<file path="src/hdl/msd_pkg.sv">
`default_nettype none
package msd_pkg;

  localparam int MAX_PARTICLES = 1024;
  localparam int IDX_W = (MAX_PARTICLES > 1) ? $clog2(MAX_PARTICLES) : 1;
  localparam int CNT_W = $clog2(MAX_PARTICLES + 1);

  localparam int TIME_W = 32;
  localparam int POS_W  = 24;
  localparam int MAG_W  = POS_W + 1;
  localparam int SQ_W   = 2 * POS_W + 1;
  localparam int SUM_W  = SQ_W + $clog2(3 * MAX_PARTICLES);
  localparam int MEAN_W = 50;
  localparam int STEP_W = $clog2(SUM_W);

  localparam logic [MEAN_W-1:0] MEAN_MAX = '1;

  typedef struct packed {
    logic signed [POS_W-1:0] x;
    logic signed [POS_W-1:0] y;
    logic signed [POS_W-1:0] z;
  } pos3_t;

  typedef struct packed {
    logic [TIME_W-1:0]       sample_time;
    logic signed [POS_W-1:0] pos_x;
    logic signed [POS_W-1:0] pos_y;
    logic signed [POS_W-1:0] pos_z;
    logic                    last;
  } msd_in_t;

  typedef struct packed {
    logic [TIME_W-1:0] delta_time;
    logic [MEAN_W-1:0] mean_sq_disp;
    logic              count_mismatch;
  } msd_out_t;

  typedef enum logic [2:0] {
    DIV_IDLE = 3'b001,
    DIV_RUN  = 3'b010,
    DIV_DONE = 3'b100
  } div_state_t;

endpackage
`default_nettype wire

</file>
<file path="src/hdl/msd_div.sv">
`default_nettype none
module msd_div (
  input  wire logic                      clk,
  input  wire logic                      rst,
  input  wire logic                      start,
  input  wire logic [msd_pkg::SUM_W-1:0] dividend,
  input  wire logic [msd_pkg::CNT_W-1:0] divisor,
  input  wire logic                      ack,
  output logic                           done,
  output logic [msd_pkg::MEAN_W-1:0]     quotient
);
  import msd_pkg::*;

  div_state_t        state;
  logic [SUM_W-1:0]  num;
  logic [CNT_W-1:0]  den;
  logic [CNT_W-1:0]  rem;
  logic [STEP_W-1:0] step;
  logic [CNT_W:0]    rem_sh;
  logic              q_bit;
  logic [CNT_W:0]    rem_sub;

  // restoring division, one quotient bit per cycle, msb first
  always_comb begin
    rem_sh  = {rem, num[SUM_W-1]};
    q_bit   = (rem_sh >= {1'b0, den});
    rem_sub = rem_sh - {1'b0, den};
  end

  always_ff @(posedge clk) begin
    if (rst) begin
      state <= DIV_IDLE;
    end else begin
      case (state)
        DIV_IDLE: begin
          if (start) begin
            state <= DIV_RUN;
          end
        end
        DIV_RUN: begin
          if (step == '0) begin
            state <= DIV_DONE;
          end
        end
        DIV_DONE: begin
          if (ack) begin
            state <= DIV_IDLE;
          end
        end
        default: state <= DIV_IDLE;
      endcase
    end
  end

  always_ff @(posedge clk) begin
    if (state == DIV_IDLE && start) begin
      num  <= dividend;
      den  <= divisor;
      rem  <= '0;
      step <= STEP_W'(SUM_W - 1);
    end else if (state == DIV_RUN) begin
      num  <= {num[SUM_W-2:0], q_bit};
      rem  <= q_bit ? rem_sub[CNT_W-1:0] : rem_sh[CNT_W-1:0];
      step <= step - STEP_W'(1);
    end
  end

  // a zero divisor means nothing was summed
  always_comb begin
    done = (state == DIV_DONE);
    if (den == '0) begin
      quotient = '0;
    end else if (|num[SUM_W-1:MEAN_W]) begin
      quotient = MEAN_MAX;
    end else begin
      quotient = num[MEAN_W-1:0];
    end
  end

endmodule
`default_nettype wire

</file>
<file path="config.mk">
export PLATFORM = sky130hd
export DESIGN_NAME = msd_div
export DESIGN_NICKNAME = d
export VERILOG_FILES = /design/src/hdl/msd_pkg.sv /design/src/hdl/msd_div.sv
export SDC_FILE = /design/constraint.sdc
export NUM_CORES = 1
export LEC_CHECK = 0
export BUFFER_PORTS_ARGS = -buffer_cell sky130_fd_sc_hd__buf_2
export CAP_MARGIN = 0
export CORE_MARGIN = 2
export CORE_UTILIZATION = 45
export DETAILED_ROUTE_END_ITERATION = 10
export GPL_ROUTABILITY_DRIVEN = 0
export PLACE_DENSITY = 0.7
export SLEW_MARGIN = 20
export SYNTH_ARGS = -nofsm -noshare
export SYNTH_HDL_FRONTEND = slang
export SYNTH_SLANG_ARGS = --single-unit
</file>
<file path="constraint.sdc">
create_clock -name clk -period 7.2 [get_ports clk]
set_input_delay 1.44 -clock clk [delete_from_list [all_inputs] [get_ports clk]]
set_output_delay 1.44 -clock clk [all_outputs]
set_load 0.02 [all_outputs]
</file>
==> metrics <==
status=complete, no violations; r2r setup slk=between 4000 and 5000 ps; overall global routing resource usage=0.193; synth warn=0; placed insts=roughly 740; num rows=37; Max Root-Sink Buffers=2; Post-synth EDFFs=72; ant diodes=0; post-DP HPWL=about 7.5 mm; Peak VDD IR=around 0.12 mV; initial DRC count=~180; Detail Route Antenna Nets=0; post-synthesis sequential area ratio=0.540; top cell type's share of synthesized area=0.455; worst setup path endpoint=quotient[27]; Resized Gates After CTS=0; Synth top cells by count=nand2_1 (201), edfxtp_1 (72), o21a_1 (53), clkbuf_1 (22), dfxtp_1 (20); Worst slew margin=0.309; FF+latch count, synth=92; ys async rst share=0; Crit path max-delay family=simple AND/OR/NAND/NOR gates; initial antenna violation count=0; DIE AREA=about 11,000 um^2; GRT overflow=0; Clk pin slew, worst setup/hold paths=about 90 ps; Area contributors post-synth=edfxtp_1 (46%), nand2_1 (16%), dfxtp_1 (8.4%); CP Capture Type=output pin; Die W=between 100 and 150 um; hold path depth=2; RSZ-0062 raised after global routing=no; f_max=about 240 MHz; P_leak=2.41 nW; most instantiated library cell after synthesis=nand2_1; CP required=between 5000 and 6000 ps; Crit-path slowest cell=nand3_2; power per cell area=209 nW/um^2; nets@finish=704; vias in the first global route=3,662; R2R cell count=7; average wire per standard cell=about 14 um; CTS H-tree lvls=3; Layout area overhead=20.1%; R2R Path Start=state[2]; type of the worst setup path=reg2out; Post-CTS Repair Setup Buffers=0; synthesized net count=slightly below 600; Clock Root Buffer=clkbuf_8; Slew Limit Fails=0; Arr. time, crit path=2660 ps; worst-path maximum fanout=50; First-pass DRT Iterations=4; Core Box Area=approximately 10,000 um^2; synthesized area per cell=between 9 and 10 um^2; Ports=~130; Critical Path Source Type=flip-flop; R2R Path End=num[3]; CP Depth=4; CP startpoint=num[53]; CTS tree=yes; Synth Flop Type=edfxtp_1; Final Hold Fails=0; total power draw=1.19 mW; Clk Latency, worst-skew pair=between 300 and 400 ps; largest net degree at the start of global routing=76; Netlist cell types=44; Final min period=about 4000 ps; clk sink count=92; starting density of the core=0.462; MaxCap Viol Count=0; layout cell share with drive strength beyond 1=0.257; Die Height=~110 um; Port Buffer Count=between 100 and 150; worst min-delay path class=reg2reg; largest area contributor in the netlist=edfxtp_1; crit share post-route=0.570; Hold Buf Count CTS=0; WP buf/inv=1; setup violators final=0; Post-Route Setup TNS=0 ps; via count=slightly below 4k; CP cell instances=nor4_1, nand3_2, o21a_1, buf_2; CP peak stage delay=830 ps; non-filler cells, final=approximately 760; clk_skew=13.8 ps; TritonCTS Buffers=9; first-pass GRT wire length=around 17 mm; Slew @ Worst Pin=1040 ps; Gate Count Post-Synth=501; Via density=a little over 5; DRC viols=0; Mapped Area=around 4700 um^2; drt total wl=~11 mm; fill count=about 960
-- cell usage in the layout (no fill, tap or decap), drive strengths merged, types with 9 or more instances in the layout --
master  synthesis  final
a21oi           9      9
buf             6    130
clkbuf         22      9
dfxtp          20     20
edfxtp         72     72
ha             13     13
inv            16     18
nand2         201    201
nor2           14     14
o21a           54     54
o21ai          12     12
-- report_power, final --
| part | internal (mW) | switching [mW] | total, mW |
|---|---|---|---|
| Combinational | 0.0536 | 0.0905 | 0.144 |
| Clock | 0.197 | 0.187 | 0.385 |
| Sequential | 0.636 | 0.0271 | 0.664 |
| Total | 0.887 | 0.305 | 1.19 |
-- metal layers --
metal / wire length, um / GRT usage / part of all wire
met1: 4820 / 0.252 / 0.45
met2: 5300 / 0.317 / 0.49
met3: 481 / 0.0316 / 0.045
met4: 196 / 0.0844 / 0.018
met5: 0 / 0 / 0
-- cell families after synthesis --
| family | Yosys count | share of synthesized area |
|---|---|---|
| muxes | 7 | 0.0148 |
| xor gates and xnor gates | 11 | 0.0203 |
| adders and majority gates | 14 | 0.0385 |
| DFF | 92 | 0.540 |
| and+or+nand+nor | 239 | 0.204 |
| AOI/OAI and AO/OA | 94 | 0.147 |
| buffers and inverters | 44 | 0.0364 |
-- stage by stage --
| step | util | setup slack, ps | cell area (um^2) | hold WS [ps] |
|---|---|---|---|---|
| floorplan | - | 3660 | 4750 | 444 |
| global placement | 0.533 | 3260 | 5480 | 467 |
| detailed placement | 0.533 | 3200 | 5480 | 463 |
| CTS | 0.555 | 3060 | 5700 | 476 |
| global route | 0.555 | 2890 | 5700 | 494 |
| finish | 0.555 | 3100 | 5700 | 474 |
-- layout make-up --
type	instances	area [um^2]	share of cell area
Multi-Input combinational cell	365	2030	0.355
Sequential cell	92	2560	0.449
Clock inverter	7	97.6	0.0171
Clock buffer	9	124	0.0217
Timing Repair Buffer	130	661	0.116
Inverter	16	60.1	0.0105
Tap cell	136	170	0.0298
-- worst register-to-register path, cell delays in order (launching register included) --
cell and delay (ps):
dfxtp_1 360, nor2_1 70, nand3_2 60, buf_4 520
inv_2 70, nor2_1 600, inv_2 460, buf_4 420
-- sequential cells by signal, indices dropped and copies added, names as in the netlist --
| register | flops |
|---|---|
| den | 11 |
| state | 3 |
| num | 61 |
| rem | 11 |
| step | 6 |
-- worst min-delay path by stage --
stage / from / endpoint / slack (ps)
3_3_place_gp: rem[7] / rem[7] / 470
2_1_floorplan: rem[5] / rem[5] / 440
5_1_grt: rem[8] / rem[8] / 490
4_1_cts: rem[5] / rem[5] / 480
3_5_place_dp: rem[5] / rem[5] / 460
6_report: rem[5] / rem[5] / 470
Note: power is estimated with default switching activity, not from simulation.
